## config.mk

```make
export PLATFORM = sky130hd
export DESIGN_NAME = ultrasonic_single_pin_ranger
export DESIGN_NICKNAME = d
export VERILOG_FILES = /design/src/rtl/uspr_pkg.sv /design/src/rtl/ultrasonic_single_pin_ranger.sv
export VERILOG_INCLUDE_DIRS = /design/src /design/src/rtl
export SDC_FILE = /design/constraint.sdc
export NUM_CORES = 1
export LEC_CHECK = 0
export ABC_AREA = 1
export BUFFER_PORTS_ARGS = -buffer_cell sky130_fd_sc_hd__buf_4
export CORE_ASPECT_RATIO = 0.8
export CORE_MARGIN = 2
export CORE_UTILIZATION = 33
export CTS_BUF_LIST = sky130_fd_sc_hd__clkbuf_2 sky130_fd_sc_hd__clkbuf_4 sky130_fd_sc_hd__clkbuf_8
export CTS_CLUSTER_SIZE = 30
export DETAILED_ROUTE_END_ITERATION = 6
export PLACE_DENSITY_LB_ADDON = 0.08
export SLEW_MARGIN = 10
export SYNTH_ARGS = -nofsm -noshare
export SYNTH_HDL_FRONTEND = slang
export SYNTH_SLANG_ARGS = --single-unit
```

## constraint.sdc

```tcl
create_clock -name clk -period 15.6 [get_ports clk]
set_input_delay 0.78 -clock clk [delete_from_list [all_inputs] [get_ports clk]]
set_output_delay 0.78 -clock clk [all_outputs]
set_load 0.02 [all_outputs]
```

## src/rtl/ultrasonic_single_pin_ranger_assert.svh

```systemverilog
// Assertion macros for the ultrasonic ranger block.
// Used by the top level; expects signals clk and arst_n in scope.
`ifndef ULTRASONIC_SINGLE_PIN_RANGER_ASSERT_SVH
`define ULTRASONIC_SINGLE_PIN_RANGER_ASSERT_SVH

// Same-cycle implication, gated off while in reset.
`define USPR_ASSERT_IMP(lbl, ante, cons, msg) \
	lbl: assert property (@(posedge clk) disable iff (!arst_n) (ante) |-> (cons)) \
		else $error(msg);

// Next-cycle implication, gated off while in reset.
`define USPR_ASSERT_NXT(lbl, ante, cons, msg) \
	lbl: assert property (@(posedge clk) disable iff (!arst_n) (ante) |=> (cons)) \
		else $error(msg);

`endif

```

## src/rtl/uspr_pkg.sv

```systemverilog
// Types and constants for the ultrasonic single-pin ranger.
// No dependencies; used by ultrasonic_single_pin_ranger.
package uspr_pkg;

	typedef struct packed {
		logic echo_level;
		logic start_request;
	} tick_t;

	typedef struct packed {
		logic       pin_drive;
		logic       pin_driving;
		logic [9:0] distance_cm;
		logic       measure_done;
		logic       timed_out;
		logic       busy_res;
	} result_t;

	typedef enum logic [2:0] {
		PH_IDLE_DRIVEN   = 3'd0,
		PH_IDLE_RELEASED = 3'd1,
		PH_LOW           = 3'd2,
		PH_PULSE         = 3'd3,
		PH_WAIT_PREV_END = 3'd4,
		PH_WAIT_START    = 3'd5,
		PH_WAIT_END      = 3'd6
	} phase_t;

	typedef enum logic [1:0] {
		REG_LOW_TIME   = 2'd0,
		REG_PULSE_TIME = 2'd1,
		REG_TIMEOUT    = 2'd2,
		REG_FAULT_DIST = 2'd3
	} reg_idx_t;

	localparam logic [7:0]  LOW_TIME_RST   = 8'd2;
	localparam logic [7:0]  PULSE_TIME_RST = 8'd5;
	localparam logic [15:0] TIMEOUT_RST    = 16'd20000;
	localparam logic [9:0]  FAULT_DIST_RST = 10'd600;
	localparam logic [15:0] ELAPSED_MAX    = 16'hFFFF;
	localparam logic [9:0]  DIST_MAX       = 10'd1023;

	// Round trip at 29 us/cm: divide by 58 via reciprocal, ceil(2^22/58).
	// Error term 24*65535 stays below 2^22, so the quotient is exact.
	localparam int          RECIP_SHIFT = 22;
	localparam logic [16:0] RECIP_58    = 17'd72316;

endpackage

```

## src/rtl/ultrasonic_single_pin_ranger.sv

```systemverilog
// Ultrasonic single-pin ranger controller, top level.
// Depends on uspr_pkg and ultrasonic_single_pin_ranger_assert.svh.
//
//   channel  | dir | handshake              | beat
//   ---------+-----+------------------------+------------------------------
//   tick     | in  | tick_valid/tick_stall  | uspr_pkg::tick_t, one per us
//   res      | out | res_valid/res_stall    | uspr_pkg::result_t, one per tick
//   cfg      | in  | cfg_we                 | cfg_index selects, cfg_data value
//
// One beat per cycle sustained while res_stall stays low; a tick lands in the s1
// register, then the phase update and the divide-by-58 multiply run from s1 into
// the result register, which raises res_valid.
// Reset puts the phase in idle (pin driven low), zeroes the timer, sets the
// distance to 600 and loads the register defaults.
// tick_stall rises only when s1 holds a beat and the result register is
// full and stalled; otherwise a tick is taken every cycle.
module ultrasonic_single_pin_ranger (
	input  logic                  clk,
	input  logic                  arst_n,
	input  logic                  tick_valid,
	output logic                  tick_stall,
	input  uspr_pkg::tick_t       tick,
	output logic                  res_valid,
	input  logic                  res_stall,
	output uspr_pkg::result_t     res,
	input  logic                  cfg_we,
	input  logic [1:0]            cfg_index,
	input  logic [15:0]           cfg_data
);

`include "ultrasonic_single_pin_ranger_assert.svh"

	// config registers
	logic [7:0]  low_time_q;
	logic [7:0]  pulse_time_q;
	logic [15:0] timeout_q;
	logic [9:0]  fault_dist_q;

	// controller state
	uspr_pkg::phase_t phase_q;
	logic [15:0]      elapsed_q;
	logic [9:0]       last_dist_q;

	// input stage
	logic            valid_s1;
	uspr_pkg::tick_t tick_s1;

	// next-state values
	uspr_pkg::phase_t phase_d;
	logic [15:0]      elapsed_d;
	logic [9:0]       dist_d;
	logic             done_d;
	logic             tmo_d;
	logic             ended;
	logic [15:0]      elapsed_inc;
	logic [32:0]      prod;
	logic [10:0]      quot;
	logic [9:0]       echo_dist;

	uspr_pkg::result_t res_d;
	logic              fire;
	logic              res_free;

	assign res_free   = !res_valid || !res_stall;
	assign fire       = valid_s1 && res_free;
	assign tick_stall = valid_s1 && !res_free;

	always_ff @(posedge clk or negedge arst_n) begin
		if (!arst_n) begin
			low_time_q   <= uspr_pkg::LOW_TIME_RST;
			pulse_time_q <= uspr_pkg::PULSE_TIME_RST;
			timeout_q    <= uspr_pkg::TIMEOUT_RST;
			fault_dist_q <= uspr_pkg::FAULT_DIST_RST;
		end else if (cfg_we) begin
			case (uspr_pkg::reg_idx_t'(cfg_index))
				uspr_pkg::REG_LOW_TIME:   low_time_q   <= cfg_data[7:0];
				uspr_pkg::REG_PULSE_TIME: pulse_time_q <= cfg_data[7:0];
				uspr_pkg::REG_TIMEOUT:    timeout_q    <= cfg_data;
				uspr_pkg::REG_FAULT_DIST: fault_dist_q <= cfg_data[9:0];
				default: ;
			endcase
		end
	end

	// s1: capture the tick; empties when its beat moves into the result reg
	always_ff @(posedge clk or negedge arst_n) begin
		if (!arst_n) begin
			valid_s1 <= 1'b0;
		end else if (!tick_stall) begin
			valid_s1 <= tick_valid;
		end
	end

	always_ff @(posedge clk) begin
		if (!tick_stall && tick_valid) begin
			tick_s1 <= tick;
		end
	end

	// saturating timer and echo-time to centimeters
	assign elapsed_inc = (elapsed_q == uspr_pkg::ELAPSED_MAX) ? elapsed_q : elapsed_q + 16'd1;
	assign prod        = 33'(elapsed_inc) * 33'(uspr_pkg::RECIP_58);
	assign quot        = prod[32:uspr_pkg::RECIP_SHIFT];
	assign echo_dist   = quot[10] ? uspr_pkg::DIST_MAX : quot[9:0];

	// next state
	always_comb begin
		phase_d   = phase_q;
		elapsed_d = elapsed_q;
		dist_d    = last_dist_q;
		done_d    = 1'b0;
		tmo_d     = 1'b0;
		ended     = 1'b0;
		case (phase_q)
			uspr_pkg::PH_IDLE_DRIVEN, uspr_pkg::PH_IDLE_RELEASED: begin
				if (tick_s1.start_request) begin
					phase_d   = uspr_pkg::PH_LOW;
					elapsed_d = 16'd0;
				end
			end
			uspr_pkg::PH_LOW: begin
				elapsed_d = elapsed_inc;
				if (elapsed_inc >= 16'(low_time_q)) begin
					phase_d   = uspr_pkg::PH_PULSE;
					elapsed_d = 16'd0;
					ended     = 1'b1;
				end
			end
			uspr_pkg::PH_PULSE: begin
				elapsed_d = elapsed_inc;
				if (elapsed_inc >= 16'(pulse_time_q)) begin
					phase_d   = uspr_pkg::PH_WAIT_PREV_END;
					elapsed_d = 16'd0;
					ended     = 1'b1;
				end
			end
			uspr_pkg::PH_WAIT_PREV_END: begin
				elapsed_d = elapsed_inc;
				if (!tick_s1.echo_level) begin
					phase_d   = uspr_pkg::PH_WAIT_START;
					elapsed_d = 16'd0;
					ended     = 1'b1;
				end
			end
			uspr_pkg::PH_WAIT_START: begin
				elapsed_d = elapsed_inc;
				if (tick_s1.echo_level) begin
					phase_d   = uspr_pkg::PH_WAIT_END;
					elapsed_d = 16'd0;
					ended     = 1'b1;
				end
			end
			uspr_pkg::PH_WAIT_END: begin
				elapsed_d = elapsed_inc;
				if (!tick_s1.echo_level) begin
					phase_d   = uspr_pkg::PH_IDLE_RELEASED;
					elapsed_d = 16'd0;
					dist_d    = echo_dist;
					done_d    = 1'b1;
					ended     = 1'b1;
				end
			end
			default: begin
				phase_d   = uspr_pkg::PH_IDLE_DRIVEN;
				elapsed_d = 16'd0;
				ended     = 1'b1;
			end
		endcase
		// abort check applies to busy phases only
		if (phase_q != uspr_pkg::PH_IDLE_DRIVEN && phase_q != uspr_pkg::PH_IDLE_RELEASED &&
		    !ended && elapsed_inc >= timeout_q) begin
			phase_d   = uspr_pkg::PH_IDLE_DRIVEN;
			elapsed_d = 16'd0;
			dist_d    = fault_dist_q;
			done_d    = 1'b1;
			tmo_d     = 1'b1;
		end
	end

	// outputs, from the phase after this tick
	always_comb begin
		res_d              = '0;
		res_d.distance_cm  = dist_d;
		res_d.measure_done = done_d;
		res_d.timed_out    = tmo_d;
		res_d.busy_res     = 1'b1;
		case (phase_d)
			uspr_pkg::PH_IDLE_DRIVEN: begin
				res_d.pin_driving = 1'b1;
				res_d.busy_res    = 1'b0;
			end
			uspr_pkg::PH_IDLE_RELEASED: begin
				res_d.busy_res = 1'b0;
			end
			uspr_pkg::PH_LOW: begin
				res_d.pin_driving = 1'b1;
			end
			uspr_pkg::PH_PULSE: begin
				res_d.pin_driving = 1'b1;
				res_d.pin_drive   = 1'b1;
			end
			default: ;
		endcase
	end

	always_ff @(posedge clk or negedge arst_n) begin
		if (!arst_n) begin
			phase_q     <= uspr_pkg::PH_IDLE_DRIVEN;
			elapsed_q   <= 16'd0;
			last_dist_q <= uspr_pkg::FAULT_DIST_RST;
			res_valid   <= 1'b0;
		end else begin
			if (fire) begin
				phase_q     <= phase_d;
				elapsed_q   <= elapsed_d;
				last_dist_q <= dist_d;
			end
			if (res_free) begin
				res_valid <= valid_s1;
			end
		end
	end

	always_ff @(posedge clk) begin
		if (fire) begin
			res <= res_d;
		end
	end

	// checks
	`USPR_ASSERT_IMP(a_tmo_shape, res_valid && res.timed_out,
		res.measure_done && res.pin_driving && !res.pin_drive && !res.busy_res,
		"timeout beat must finish with pin driven low")
	`USPR_ASSERT_NXT(a_fire_lands, fire, res_valid,
		"processed tick did not reach the result register")
	`USPR_ASSERT_IMP(a_released_low, res_valid && !res.pin_driving, !res.pin_drive,
		"pin drive high while released")
	`USPR_ASSERT_IMP(a_stall_full, tick_stall, valid_s1 && res_valid && res_stall,
		"tick stalled with room downstream")

endmodule
```

==> results of run 1 <==
Yosys cell counts, types with 2 or more instances:
cell type  count
fa_1          78
nand4_1       29
nand3_1       74
and2_1        10
o21bai_1      11
nor3b_1        2
edfxtp_1      17
nand3b_1       3
o21ai_1        5
nor2_1        91
a21boi_0       8
nor2_2         2
inv_1        294
or2_2          2
ha_1         134
nand2_4        2
buf_2          2
nand3_2        2
buf_4          4
inv_2          5
dfstp_2       16
clkbuf_1      15
xnor2_1        5
a21oi_1       49
nand2_2        5
o32ai_1        2
xor2_1        14
dfrtp_1       57
a211oi_1       2
o21ai_0       66
nand2_1      300
a21o_1         4
nor3_1         4
buf_6          2
registers in the layout (all words and copies together), names as in the netlist:
| signal | cells |
|---|---|
| elapsed_q | 16 |
| timeout_q | 16 |
| res | 15 |
| fault_dist_q | 10 |
| last_dist_q | 10 |
| low_time_q | 8 |
| pulse_time_q | 8 |
| phase_q | 3 |
| tick_s1 | 2 |
| res_valid | 1 |
| valid_s1 | 1 |
area by class of cell:
| cell class | count | area (sq um) |
|---|---|---|
| Clock buffer | 10 | 138 |
| Timing Repair Buffer | 47 | 353 |
| Tap cell | 413 | 517 |
| Inverter | 299 | 1120 |
| Sequential cell | 90 | 2360 |
| Fill cell | 3262 | 19200 |
| Multi-Input combinational cell | 914 | 6550 |
| Clock inverter | 6 | 71.3 |
kinds of logic after synthesis:
kind of cell | share of synthesized area
adders and majority gates | 0.319
DFF | 0.233
xor gates and xnor gates | 0.0164
and+or+nand+nor | 0.224
buffers and inverters | 0.123
AOI/OAI and AO/OA | 0.0850
tightest hold or removal path: stages, from the launching register on:
cell and delay, ns:
dfstp_2 0.38, nand2_1 0.05, nand2_1 0.05
worst max-delay path by stage:
stage / depth (start not counted) / start / to
5_1_grt: 27 / elapsed_q[0] / res[8]
3_3_place_gp: 27 / elapsed_q[0] / res[8]
2_1_floorplan: 32 / elapsed_q[1] / res[11]
4_1_cts: 28 / elapsed_q[0] / res[12]
3_5_place_dp: 28 / elapsed_q[0] / res[12]
6_report: 27 / elapsed_q[0] / res[8]
metrics by stage:
stage	power, uW	hold slack (ns)	cell area, sq um	setup slack [ns]	instances
after floorplan	579	0.434	10100	8.77	1327
after global placement	700	0.458	10900	7.87	1763
after detailed placement	700	0.462	10900	7.78	1763
after CTS	883	0.478	11100	7.76	1779
after global routing	954	0.493	11100	7.19	1779
final	869	0.476	11100	7.80	1779
report_power, final:
part	leakage (uW)	switching (uW)	internal, uW
logic	0.00510	247	134
registers	0.00107	24.2	285
clock network	0.000105	97.8	80.3
total	0.00627	369	500
metal layers:
metal,up-vias,global-route usage
met1,3958,0.301
li1,4222,-
met3,22,0.0229
met2,142,0.288
met5,-,0
met4,0,0.0330
==> key figures, run 1 <==
Worst setup path
  – R2r setup slk: 7.80 ns
  – Arrival time worst endpoint: 7.95 ns
  – Largest delay share family, worst path: adder cells
  – Slowest cell delay on critical path: 0.61 ns
  – Reg2reg end: res[8]
  – Kind of critical path: flop to flop
  – Crit Reg-Reg Startpoint: elapsed_q[0]
  – Most used cell, CP: fa_1
  – Startpoint Class: flop
  – Worst Path Required: 15.75 ns
  – CP endpoint kind: flop
  – Buf+Inv Stages, Crit Path: 4
  – Reg2reg path depth: 27
  – Slowest CP cell: nand3_1
  – CP Max Fanout: 35

Floorplan
  – Number of placement rows: 57
  – Ports: 42
  – Die Span X: 200 um
  – Die H: 161 um
  – DIE AREA: 32,100 sq um
  – Initial Util: 0.334
  – Area of the core: 30,300 sq um

Pwr
  – Peak VDD IR: 0.0515 mV
  – PD cells: 78.2 nW/um^2
  – Leakage: 0.00627 uW

CTS
  – # H-tree levels: 3
  – Latest clock arrival within the worst-skew pair: 0.39 ns
  – CTS Hold Bufs: 0
  – Post-cts sizing count: 0
  – CTS tree: built
  – Max Root-Sink Buffers: 2
  – Num Clock Sinks: 90
  – Inserted Clock Buffers: 9
  – Buffer count from post-CTS setup fixing: 0
  – Root Buffer: clkbuf_8
  – CTS clock-pin slew for the worst setup and hold paths: 0.10 ns

Detailed routing
  – Drt wl/cell: 16.4 um
  – DR WL met2: 12,100 um
  – Post-Route WL: 29,200 um
  – Antenna Nets Post-Route: 0
  – DRC: 0
  – Met3 routed WL: 983 um
  – Highest Signal Layer: met4
  – Vias per inst: 4.69
  – DR pass1 iterations: 5
  – M1 WL: 15,800 um
  – Initial DRC Count: 496
  – Via count: 8,344

Yosys
  – Prevailing post-synth register cell: dfrtp_1
  – Yosys top cell by area: ha_1
  – Post-synth EDFFs: 17
  – Synth Instances: 1,327
  – Sequential cell area fraction in the yosys report: 0.233
  – Cell Area, Synth: 10,100 sq um
  – Net Count, Synth: 1,564
  – Synthesized area per cell: 7.64 sq um
  – Number of synthesized register bits: 90
  – Synth async-reset ratio: 0.811
  – Ys Warns: 0
  – Synth unique cells: 45
  – Most area-consuming cells after synthesis: ha_1 (17%), fa_1 (15%), dfrtp_1 (14%)
  – Post-synth top area share: 0.165

Worst hold path
  – Hold endpoint: last_dist_q[3]
  – Hold path start: last_dist_q[3]
  – Hold Path Stages: 2
  – HP Class: flop to flop

Flow run
  – Max-Cap Viols: 0

Finish
  – Commonest non-fill, non-tap cell in the layout: nand2_1
  – Area delta synth->final: 9.53%
  – Final net count: 1,598
  – Number of antenna diodes: 0
  – Post-layout util: 0.366
  – Layout cells sized above 1: 0.0747
  – Most frequent cells in the layout: nand2_1 (300), inv_1 (294), ha_1 (134), nor2_1 (90), fa_1 (78)

Placement
  – GPL Wtd Cong: 0.832
  – IO Port Bufs: 41
  – Final HPWL DP: 23,900 um

STA
  – Max Slew Vio Count: 0
  – Fmax: 128 MHz
  – Period utilization: 0.500
  – Final setup fails: 0
  – RSZ-0062 raised after global routing: false
  – Worst relative slew slack: 0.259
  – Fin crit period: 7.80 ns
  – Hold Violations, Final: 0
  – Worst Skew: 0.0173 ns
  – TNS Setup: 0 ns
  – Worst slew pin tran: 1.10 ns

Global route
  – Vias in the first global route: 8,609
  – Initial antenna violation count: 0
  – Total grt overflow: 0
  – Global-route wire length before repair: 47,700 um
  – Tot GR Track Use: 0.194
  – Pin count of the biggest net entering global routing: 74

Status
  – Status: complete, no violations
No activity file was read; power rests on OpenSTA's default activity.
==> run 2: changes to the inputs <==
==> constraint.sdc (replaced) <==
create_clock -name clk -period 6.7 [get_ports clk]
set_input_delay 0.335 -clock clk [delete_from_list [all_inputs] [get_ports clk]]
set_output_delay 0.335 -clock clk [all_outputs]
set_load 0.02 [all_outputs]
==> key figures, run 2 (synthesis results as in run 1) <==
Placement
  – Final HPWL DP: 25,000 um (+4.6%)
  – GPL Wtd Cong: 0.861 (+3.4%)
  – Placed insts: 1,861 (+5.6%)
  – IO Port Bufs: 41 (unchanged)
  – Setup WS pre-CTS: -0.116 ns (-7.89 ns)

Worst setup path
  – Slowest CP cell: fa_1
  – R2r setup slk: 0.24 ns (-7.56 ns)
  – Slowest cell delay on critical path: 0.58 ns (-0.03 ns)
  – Startpoint Class: flop
  – Arrival time worst endpoint: 6.61 ns (-1.34 ns)
  – CP Max Fanout: 5 (-86%)
  – Worst Path Required: 6.85 ns (-8.90 ns)
  – Most used cell, CP: fa_1
  – CP endpoint kind: flop
  – Kind of critical path: flop to flop

Floorplan
  – Die Span X: 200 um (unchanged)
  – Number of placement rows: 57 (unchanged)
  – Ports: 42 (unchanged)
  – Area of the core: 30,300 sq um (unchanged)
  – Die H: 161 um (unchanged)
  – Initial Util: 0.334 (unchanged)
  – DIE AREA: 32,100 sq um (unchanged)

Finish
  – Final net count: 1,715 (+7.3%)
  – Fillers: 3,153 (-3.3%)
  – Number of antenna diodes: 0 (unchanged)
  – Fin cells: 1,896 (+6.6%)
  – Commonest non-fill, non-tap cell in the layout: inv_1
  – Most frequent cells in the layout: inv_1 (280), nand2_1 (271), buf_4 (155), ha_1 (116), fa_1 (75)
  – Layout cells sized above 1: 0.233 (+0.158)
  – Biggest regs: elapsed_q: 16 flops, timeout_q: 16 flops, res: 15 flops
  – Area delta synth->final: 25.5%
  – Post-layout util: 0.420 (+0.0535)

Detailed routing
  – DRC: 0 (unchanged)
  – Vias per inst: 4.65 (-0.85%)
  – Drt wl/cell: 16.2 um (-1.5%)
  – Initial DRC Count: 500 (+0.81%)
  – Via count: 8,817 (+5.7%)
  – DR pass1 iterations: 5 (unchanged)
  – Post-Route WL: 30,700 um (+5.0%)
  – Antenna Nets Post-Route: 0 (unchanged)

STA
  – Hold Violations, Final: 0 (unchanged)
  – Max Slew Vio Count: 0 (unchanged)
  – Worst Skew: 0.0200 ns (+0.00269 ns)
  – Worst hold margin: 0.0839 ns (-0.392 ns)
  – Worst relative slew slack: 0.278 (+0.0192)
  – Fin crit period: 6.46 ns (-1.34 ns)
  – Fmax: 155 MHz (+21%)
  – Period utilization: 0.964 (+0.464)
  – Final setup fails: 0 (unchanged)
  – Worst slew pin tran: 1.08 ns (-0.0202 ns)
  – Final worst slack: 0.244 ns (-7.56 ns)

Global route
  – Pin count of the biggest net entering global routing: 74 (unchanged)
  – Vias in the first global route: 8,877 (+3.1%)
  – Global-route wire length before repair: 48,800 um (+2.3%)
  – Initial antenna violation count: 0 (unchanged)
  – Total grt overflow: 0 (unchanged)
  – Tot GR Track Use: 0.199 (+0.00517)

CTS
  – Root Buffer: clkbuf_8
  – Max Root-Sink Buffers: 2 (unchanged)
  – CTS clock-pin slew for the worst setup and hold paths: 0.11 ns (about the same)
  – CTS Hold Bufs: 0 (unchanged)
  – Latest clock arrival within the worst-skew pair: 0.39 ns (about the same)
  – Inserted Clock Buffers: 9 (unchanged)
  – CTS tree: built
  – # H-tree levels: 3 (unchanged)
  – Num Clock Sinks: 90 (unchanged)

Pwr
  – Leakage: 0.00697 uW (+11%)
  – Final total power: 2160 uW (+150%)
  – Peak VDD IR: 0.152 mV (+190%)
  – PD cells: 170 nW/um^2 (+120%)

Worst hold path
  – HP Class: primary input to async pin

Flow run
  – Max-Cap Viols: 0 (unchanged)

Status
  – Status: complete, no violations
[run 2: cell count changes in the layout (fill, tap and decap cells not counted), moves of 9 or more]
cell	delta
nor2_4	+9
ha_1	-18
nor2_1	-19
ha_4	+16
nand2_4	+10
inv_2	+13
nor2_2	+10
nand2_2	+20
inv_1	-14
nand2_1	-29
buf_4	+108
a21oi_1	-9
[run 2: timing repair]
action                                  CTS  global route
cloned                                    1             1
pin swaps                                 1            71
resized for setup                         3           170
buffers inserted                          1            16
endpoints found under the setup margin   12            20
[run 2: layout make-up]
class,count,area (sq um),share of cell area
well taps,413,517,0.0406
flip-flops and latches,90,2370,0.186
clock buffers,10,131,0.0103
repair buffers,163,1280,0.100
inverters,299,1120,0.0884
multi-input cells,915,7210,0.567
clock inverters,6,97.6,0.00767
[run 2: critical path: cells and delay by family, from the launching register on]
kind | cells | cell delay, ns
simple gates | 15 | 1.58
compound gates | 1 | 0.14
buf+inv | 7 | 0.52
fa+ha+maj | 8 | 3.56
flops | 1 | 0.42
[run 2: stage by stage]
step / cell area (sq um) / setup TNS [ns]
floorplan: 10100 / 0
global placement: 11600 / -1.37
detailed placement: 11600 / -0.403
CTS: 11900 / 0
global route: 12700 / -0.392
finish: 12700 / 0
[run 2: metal layers]
layer	up-vias	GRT usage	wire [um]
li1	4458	-	-
met1	4219	0.314	16400
met2	125	0.297	13100
met3	15	0.0151	935
met4	0	0.0340	246
met5	-	0	0
[run 2: worst paths after layout]
check,from,to,depth (start not counted)
max in group asynchronous,arst_n,elapsed_q[8],1
setup reg to reg,elapsed_q[1],res[5],31
hold reg to reg,last_dist_q[3],last_dist_q[3],2
hold / removal,arst_n,res_valid,1
setup / recovery,elapsed_q[1],res[5],31
min in group clk,tick[1],tick_s1[1],1
[run 2: power by group]
part	internal, uW	switching (uW)
combinational	392	610
sequential	664	52.7
clock	221	224
